$ cat config.mk
export PLATFORM = sky130hd
export DESIGN_NAME = lifo_stack_with_palindrome_check
export DESIGN_NICKNAME = d
export VERILOG_FILES = /design/src/hw/rtl/lspc_pkg.sv /design/src/hw/rtl/lifo_stack_with_palindrome_check.sv /design/src/hw/rtl/lspc_ram.sv /design/src/hw/rtl/lspc_seq.sv
export SDC_FILE = /design/constraint.sdc
export NUM_CORES = 1
export LEC_CHECK = 0
export ABC_AREA = 1
export BUFFER_PORTS_ARGS = -buffer_cell sky130_fd_sc_hd__buf_2
export CAP_MARGIN = 20
export CORE_MARGIN = 2
export CORE_UTILIZATION = 50
export CTS_CLUSTER_DIAMETER = 40
export CTS_CLUSTER_SIZE = 14
export DETAILED_ROUTE_END_ITERATION = 7
export PLACE_DENSITY = 0.67
export SYNTH_ARGS = -nofsm -noshare
export SYNTH_HDL_FRONTEND = slang
export SYNTH_SLANG_ARGS = --single-unit
$ cat constraint.sdc
create_clock -name clk -period 4.6 [get_ports clk]
set_clock_uncertainty 0.2 [all_clocks]
set_input_delay 1.38 -clock clk [delete_from_list [all_inputs] [get_ports clk]]
set_output_delay 1.38 -clock clk [all_outputs]
set_load 0.01 [all_outputs]
$ cat src/hw/rtl/lspc_pkg.sv
// shared constants, codes and structs for the lifo stack with palindrome check
// no dependencies

package lspc_pkg;

    localparam int STACK_DEPTH = 8;
    localparam int ADDR_W      = $clog2(STACK_DEPTH);
    localparam int CNT_W       = $clog2(STACK_DEPTH + 1);
    localparam int DATA_W      = 32;
    localparam int CMD_W       = 2;
    localparam int STATUS_W    = 2;
    localparam int DEPTH_W     = 4;
    localparam int S_TDATA_W   = 32;
    localparam int M_TDATA_W   = 40;

    typedef enum logic [CMD_W-1:0] {
        CMD_PUSH  = 2'd0,
        CMD_POP   = 2'd1,
        CMD_CHECK = 2'd2
    } cmd_t;

    typedef enum logic [STATUS_W-1:0] {
        ST_OK        = 2'd0,
        ST_OVERFLOW  = 2'd1,
        ST_UNDERFLOW = 2'd2,
        ST_EMPTY     = 2'd3
    } status_t;

    typedef struct packed {
        logic              we;
        logic [ADDR_W-1:0] waddr;
        logic [DATA_W-1:0] wdata;
        logic [ADDR_W-1:0] raddr_a;
        logic [ADDR_W-1:0] raddr_b;
    } mem_req_t;

    typedef struct packed {
        status_t            status;
        logic [DATA_W-1:0]  popped;
        logic               flag;
        logic [DEPTH_W-1:0] depth;
    } result_t;

endpackage

$ cat src/hw/rtl/lifo_stack_with_palindrome_check.sv
// channel  dir  tdata (low bit up)                        tuser
// s_       in   push_value[31:0]                          command[1:0]
// m_       out  popped_value[31:0] palindrome_flag depth  status[1:0]
//
// push, unused command and any error case go straight to the result; pop first passes through a ram read state
// check of n entries: one mirrored pair read per cycle from the two ram copies
// reset clears the entry count and control; ram contents stay undefined, no clearing pass
// a finished result waits in the sequencer while the output register is still held
// top level: sequencer, two mirrored rams, output register; depends on lspc_pkg, lspc_ram, lspc_seq

module lifo_stack_with_palindrome_check
    import lspc_pkg::*;
(
    input  logic                 clk,
    input  logic                 rst_n,
    input  logic                 s_tvalid,
    output logic                 s_tready,
    input  logic [S_TDATA_W-1:0] s_tdata,   // push_value
    input  logic [CMD_W-1:0]     s_tuser,   // command
    output logic                 m_tvalid,
    input  logic                 m_tready,
    output logic [M_TDATA_W-1:0] m_tdata,   // popped_value, palindrome_flag, depth_now, zero pad
    output logic [STATUS_W-1:0]  m_tuser    // status
);

    mem_req_t             mem_req;
    result_t              result;
    logic [DATA_W-1:0]    rdata_a;
    logic [DATA_W-1:0]    rdata_b;
    logic                 done;
    logic                 out_free;
    logic                 m_tvalid_reg;
    logic [M_TDATA_W-1:0] m_tdata_reg;
    logic [STATUS_W-1:0]  m_tuser_reg;

    lspc_seq u_seq (
        .clk        (clk),
        .rst_n      (rst_n),
        .cmd_valid  (s_tvalid),
        .cmd_ready  (s_tready),
        .cmd        (s_tuser),
        .push_value (s_tdata[DATA_W-1:0]),
        .mem_req    (mem_req),
        .rdata_a    (rdata_a),
        .rdata_b    (rdata_b),
        .out_free   (out_free),
        .done       (done),
        .result     (result)
    );

    lspc_ram #(
        .WIDTH (DATA_W),
        .DEPTH (STACK_DEPTH)
    ) u_ram_a (
        .clk   (clk),
        .we    (mem_req.we),
        .waddr (mem_req.waddr),
        .wdata (mem_req.wdata),
        .raddr (mem_req.raddr_a),
        .rdata (rdata_a)
    );

    lspc_ram #(
        .WIDTH (DATA_W),
        .DEPTH (STACK_DEPTH)
    ) u_ram_b (
        .clk   (clk),
        .we    (mem_req.we),
        .waddr (mem_req.waddr),
        .wdata (mem_req.wdata),
        .raddr (mem_req.raddr_b),
        .rdata (rdata_b)
    );

    assign out_free = !m_tvalid_reg || m_tready;

    always_ff @(posedge clk or negedge rst_n)
    begin
        if (!rst_n)
        begin
            m_tvalid_reg <= 1'b0;
        end
        else if (out_free)
        begin
            m_tvalid_reg <= done;
        end
    end

    always_ff @(posedge clk)
    begin
        if (done && out_free)
        begin
            m_tdata_reg <= M_TDATA_W'({result.depth, result.flag, result.popped});
            m_tuser_reg <= result.status;
        end
    end

    assign m_tvalid = m_tvalid_reg;
    assign m_tdata  = m_tdata_reg;
    assign m_tuser  = m_tuser_reg;

`ifndef SYNTHESIS
    a_write_on_accept: assert property (@(posedge clk) disable iff (!rst_n)
        mem_req.we |-> (s_tvalid && s_tready))
        else $error("ram write outside a command transfer");

    a_one_at_a_time: assert property (@(posedge clk) disable iff (!rst_n)
        (s_tvalid && s_tready) |=> !s_tready)
        else $error("second command taken while one is in flight");

    a_clean_fields: assert property (@(posedge clk) disable iff (!rst_n)
        (m_tvalid && (m_tuser != ST_OK)) |-> (m_tdata[DATA_W:0] == '0))
        else $error("value or flag set on an error result");

    a_overflow_full: assert property (@(posedge clk) disable iff (!rst_n)
        (m_tvalid && (m_tuser == ST_OVERFLOW))
            |-> (m_tdata[DATA_W+DEPTH_W:DATA_W+1] == DEPTH_W'(STACK_DEPTH)))
        else $error("overflow reported below full depth");
`endif

endmodule

$ cat src/hw/rtl/lspc_ram.sv
// generic single-write, single-read ram with registered read data
// no dependencies

module lspc_ram #(
    parameter int WIDTH = 32,
    parameter int DEPTH = 8
) (
    input  logic                     clk,
    input  logic                     we,
    input  logic [$clog2(DEPTH)-1:0] waddr,
    input  logic [WIDTH-1:0]         wdata,
    input  logic [$clog2(DEPTH)-1:0] raddr,
    output logic [WIDTH-1:0]         rdata
);

    logic [WIDTH-1:0] mem_reg [DEPTH];
    logic [WIDTH-1:0] rdata_reg;

    always_ff @(posedge clk)
    begin
        if (we)
        begin
            mem_reg[waddr] <= wdata;
        end
        rdata_reg <= mem_reg[raddr];
    end

    assign rdata = rdata_reg;

endmodule

$ cat src/hw/rtl/lspc_seq.sv
// command sequencer: entry count, ram read/write requests, mirrored pair walk
// depends on lspc_pkg

module lspc_seq
    import lspc_pkg::*;
(
    input  logic              clk,
    input  logic              rst_n,
    input  logic              cmd_valid,
    output logic              cmd_ready,
    input  logic [CMD_W-1:0]  cmd,
    input  logic [DATA_W-1:0] push_value,
    output mem_req_t          mem_req,
    input  logic [DATA_W-1:0] rdata_a,
    input  logic [DATA_W-1:0] rdata_b,
    input  logic              out_free,
    output logic              done,
    output result_t           result
);

    typedef enum logic [3:0] {
        S_IDLE = 4'b0001,
        S_POP  = 4'b0010,
        S_CHK  = 4'b0100,
        S_DONE = 4'b1000
    } state_t;

    state_t            state_reg, state_next;
    logic [CNT_W-1:0]  count_reg, count_next;
    logic [ADDR_W-1:0] lo_reg, lo_next;
    logic [ADDR_W-1:0] hi_reg, hi_next;
    logic              match_reg, match_next;
    status_t           status_reg, status_next;
    logic [DATA_W-1:0] popped_reg, popped_next;
    logic              flag_reg, flag_next;
    logic [CNT_W-1:0]  cnt_dec;
    logic              accept;
    logic              pair_eq;

    assign cmd_ready = (state_reg == S_IDLE);
    assign accept    = cmd_valid && cmd_ready;
    assign cnt_dec   = count_reg - CNT_W'(1);
    assign pair_eq   = (rdata_a == rdata_b);

    always_comb
    begin
        state_next  = state_reg;
        count_next  = count_reg;
        lo_next     = lo_reg;
        hi_next     = hi_reg;
        match_next  = match_reg;
        status_next = status_reg;
        popped_next = popped_reg;
        flag_next   = flag_reg;
        mem_req     = '0;
        mem_req.waddr   = count_reg[ADDR_W-1:0];
        mem_req.wdata   = push_value;
        mem_req.raddr_a = cnt_dec[ADDR_W-1:0];
        mem_req.raddr_b = cnt_dec[ADDR_W-1:0];

        case (state_reg)
            S_IDLE:
            begin
                if (accept)
                begin
                    status_next = ST_OK;
                    popped_next = '0;
                    flag_next   = 1'b0;
                    state_next  = S_DONE;
                    case (cmd_t'(cmd))
                        CMD_PUSH:
                        begin
                            if (count_reg == CNT_W'(STACK_DEPTH))
                            begin
                                status_next = ST_OVERFLOW;
                            end
                            else
                            begin
                                mem_req.we = 1'b1;
                                count_next = count_reg + CNT_W'(1);
                            end
                        end
                        CMD_POP:
                        begin
                            if (count_reg == '0)
                            begin
                                status_next = ST_UNDERFLOW;
                            end
                            else
                            begin
                                count_next = cnt_dec;
                                state_next = S_POP;
                            end
                        end
                        CMD_CHECK:
                        begin
                            if (count_reg == '0)
                            begin
                                status_next = ST_EMPTY;
                            end
                            else if (count_reg == CNT_W'(1))
                            begin
                                flag_next = 1'b1;
                            end
                            else
                            begin
                                mem_req.raddr_a = '0;
                                lo_next         = ADDR_W'(1);
                                hi_next         = cnt_dec[ADDR_W-1:0] - ADDR_W'(1);
                                match_next      = 1'b1;
                                state_next      = S_CHK;
                            end
                        end
                        default:
                        begin
                            status_next = ST_OK;
                        end
                    endcase
                end
            end
            S_POP:
            begin
                popped_next = rdata_a;
                state_next  = S_DONE;
            end
            S_CHK:
            begin
                mem_req.raddr_a = lo_reg;
                mem_req.raddr_b = hi_reg;
                match_next      = match_reg && pair_eq;
                if (lo_reg < hi_reg)
                begin
                    lo_next = lo_reg + ADDR_W'(1);
                    hi_next = hi_reg - ADDR_W'(1);
                end
                else
                begin
                    flag_next  = match_reg && pair_eq;
                    state_next = S_DONE;
                end
            end
            S_DONE:
            begin
                if (out_free)
                begin
                    state_next = S_IDLE;
                end
            end
            default:
            begin
                state_next = S_IDLE;
            end
        endcase
    end

    always_ff @(posedge clk or negedge rst_n)
    begin
        if (!rst_n)
        begin
            state_reg <= S_IDLE;
            count_reg <= '0;
        end
        else
        begin
            state_reg <= state_next;
            count_reg <= count_next;
        end
    end

    always_ff @(posedge clk)
    begin
        lo_reg     <= lo_next;
        hi_reg     <= hi_next;
        match_reg  <= match_next;
        status_reg <= status_next;
        popped_reg <= popped_next;
        flag_reg   <= flag_next;
    end

    assign done          = (state_reg == S_DONE);
    assign result.status = status_reg;
    assign result.popped = popped_reg;
    assign result.flag   = flag_reg;
    assign result.depth  = DEPTH_W'(count_reg);

endmodule

==> results.sh <==
export IMPL_hpwl_um=24500
export IMPL_fin_area_sq_um=21400
export IMPL_cts_sinks=410
export IMPL_synth_cell_type_count=43
export IMPL_area_growth_pct=13.0
export IMPL_dr_pass1_iters=5
export IMPL_dpl_cell_area_sq_um=19700
export IMPL_grt_max_degree=259
export IMPL_die_w_um=199
export IMPL_drive_gt1_share_pct=10.8
export IMPL_drt_wl_total_um=43800
export IMPL_yosys_area_share_simple_pct=19.6
export IMPL_cts_setup_buffers=0
export IMPL_ys_seq_area_share_pct=61.5
export IMPL_design_core_area_sq_um=37500
export IMPL_die_area_sq_um=39400
export IMPL_first_global_vias=12905
export IMPL_via_per_inst=5.34
export IMPL_rsz0062_at_grt="no"
export IMPL_drt_antenna_violating_nets=0
export IMPL_synthFlopType="edfxtp_1"
export IMPL_hold_buffers=0
export IMPL_fmax_ghz=0.323
export IMPL_fin_hold_ws_ps=216
export IMPL_start_util_pct=50.5
export IMPL_synth_xor_area_share_pct=0.972
export IMPL_track_usage_pct=22.8
export IMPL_hold_path_class="flop to flop"
export IMPL_max_stage_delay_ps=550
export IMPL_setup_tns_ps=0
export IMPL_setup_viol=0
export IMPL_grt_overflow_total=0
export IMPL_place_ws_ps=935
export IMPL_grt_pass1_wl_um=68800
export IMPL_end_kind="flop"
export IMPL_finalNetCount=2034
export IMPL_p_leak_nw=9.17
export IMPL_syn_inst=1945
export IMPL_worstPathMaxFanout=32
export IMPL_critPathKind="primary input to flop"
export IMPL_crit_path_frequent_cell="nand2_1"
export IMPL_vdd_drop_max_uv=723
export IMPL_mostFrequentLayoutCells="487 x nand2_1, 337 x edfxtp_1, 319 x inv_1, 292 x nand3_1, 131 x o211ai_1"
export IMPL_powerDensity_nw_per_um2=730
export IMPL_slew_violations=0
export IMPL_synth_top_family_by_area="simple AND/OR/NAND/NOR gates"
export IMPL_cts_buffer_depth=3
export IMPL_slew_headroom_pct=25.2
export IMPL_clkSlewWorstSetupHoldPaths_ps=60
export IMPL_cts_tree="yes"
export IMPL_status="finished clean"
export IMPL_startpoint_type="primary input"
export IMPL_root_buffer="clkbuf_16"
export IMPL_async_flop_share_pct=2.20
export IMPL_rows=71
export IMPL_clk_latency_ps=570
export IMPL_synth_edf_count=337
export IMPL_dr_total_vias=13541
export IMPL_worst_pin_slew_ps=1120
export IMPL_drt_iter0_drc=1134
export IMPL_die_h_um=199
export IMPL_muxShareOfSynthArea_pct=0
export IMPL_finalWorstSetupSlack_ps=1500
export IMPL_antenna_found_initial=3
export IMPL_min_period_ps=3100
export IMPL_synthesis_area_sq_um=18900
export IMPL_p_total_mw=15.6
export IMPL_port_buffers=78
export IMPL_routabilityCongestion=0.825
export IMPL_final_common_cell="nand2_1"
export IMPL_numCtsBuffers=49
export IMPL_path_cells="buf_2 > inv_1 > ha_1 > nand2_1 > a31oi_1 > nand2_1 > nor3_4 > buf_4"
export IMPL_synth_seq_cells=410
export IMPL_cts_resized=0
export IMPL_h_tree_depth=2
export IMPL_yosysWarnings=0
export IMPL_avgSynthCellArea_sq_um=9.73
export IMPL_synthAdderAreaFrac_pct=0.794
export IMPL_crit_required_ps=4590
export IMPL_largest_register_ffs=192
export IMPL_crit_path_top_delay_cell="buf_4"
export IMPL_arrival_ps=3090
export IMPL_cap_violations=0
export IMPL_boundaryPins=82
export IMPL_hold_viol=0
export IMPL_routedWlPerCell_um=17.3
export IMPL_fin_crit_sh_pct=67.4
export IMPL_synth_compound_area_share_pct=7.62
export IMPL_drc=0
[layer usage]
| layer | vias up | routed length (um) | GRT usage, % |
|---|---|---|---|
| met5 | - | 14 | 0 |
| met1 | 6303 | 18300 | 29.7 |
| li1 | 6572 | - | - |
| met4 | 2 | 1480 | 10.0 |
| met3 | 140 | 3120 | 3.88 |
| met2 | 524 | 20900 | 37.6 |
[logic make-up after synthesis]
kind of cell             count (synthesis)
flip-flops                             410
other                                    1
AO/OA/AOI/OAI                          197
adder cells (fa/ha/maj)                 12
AND/OR/NAND/NOR                        864
XOR/XNOR                                21
buffers and inverters                  440
[critical path: cells and delay by family]
kind	cells	cell delay (ps)
adder cells (fa/ha/maj)	1	210
AO/OA/AOI/OAI	1	210
buffers and inverters	3	750
AND/OR/NAND/NOR	3	530
[cell usage after synthesis, drive strengths merged (4+ instances only)]
cell	number	area [sq um]
a21oi	4	20.0
buf	93	509
clkbuf	25	93.8
dfrtp	8	200
dfxtp	64	1280
edfxtp	337	10100
ha	12	150
inv	322	1210
nand2	491	1850
nand3	295	1500
nand4	4	25.0
nor2	59	241
nor3	9	45.0
o211ai	131	983
o21a	32	240
o21ai	17	92.6
xnor2	11	96.3
xor2	10	87.6
[metrics by stage]
step                instances  utilization [%]
CTS                      2535             57.0
detailed placement       2444             52.7
global route             2536             57.0
floorplan                1947                -
global placement         2444             52.7
finish                   2537             57.0
[path summary, 6_finish.rpt]
check,start,slack (ps),cells past startpoint,to
min in group asynchronous,rst_n,470,1,u_seq.state_reg[3]
hold / removal,u_seq.popped_reg[3],220,0,m_tdata[3]
hold reg to reg,u_seq.popped_reg[3],220,0,m_tdata[3]
max in group asynchronous,rst_n,3480,1,u_seq.state_reg[0]
setup reg to reg,u_seq.count_reg[0],1690,9,u_ram_b.rdata[9]
setup / recovery,s_tuser[1],1500,8,u_ram_a.mem_reg[3][25]
[final cells by class]
cell class,count,area (sq um)
diodes,2,5.00
flip-flops and latches,410,11600
inverters,322,1210
repair buffers,104,661
clock inverters,30,299
well taps,511,639
multi-input cells,1097,5610
clock buffers,61,1320
fillers,3132,16100
[power breakdown]
group          internal, mW  switching (mW)
logic                  2.27            4.62
clock network          2.16            1.58
registers              4.68           0.273
total                  9.12            6.48
No activity file was read; power rests on OpenSTA's default activity.
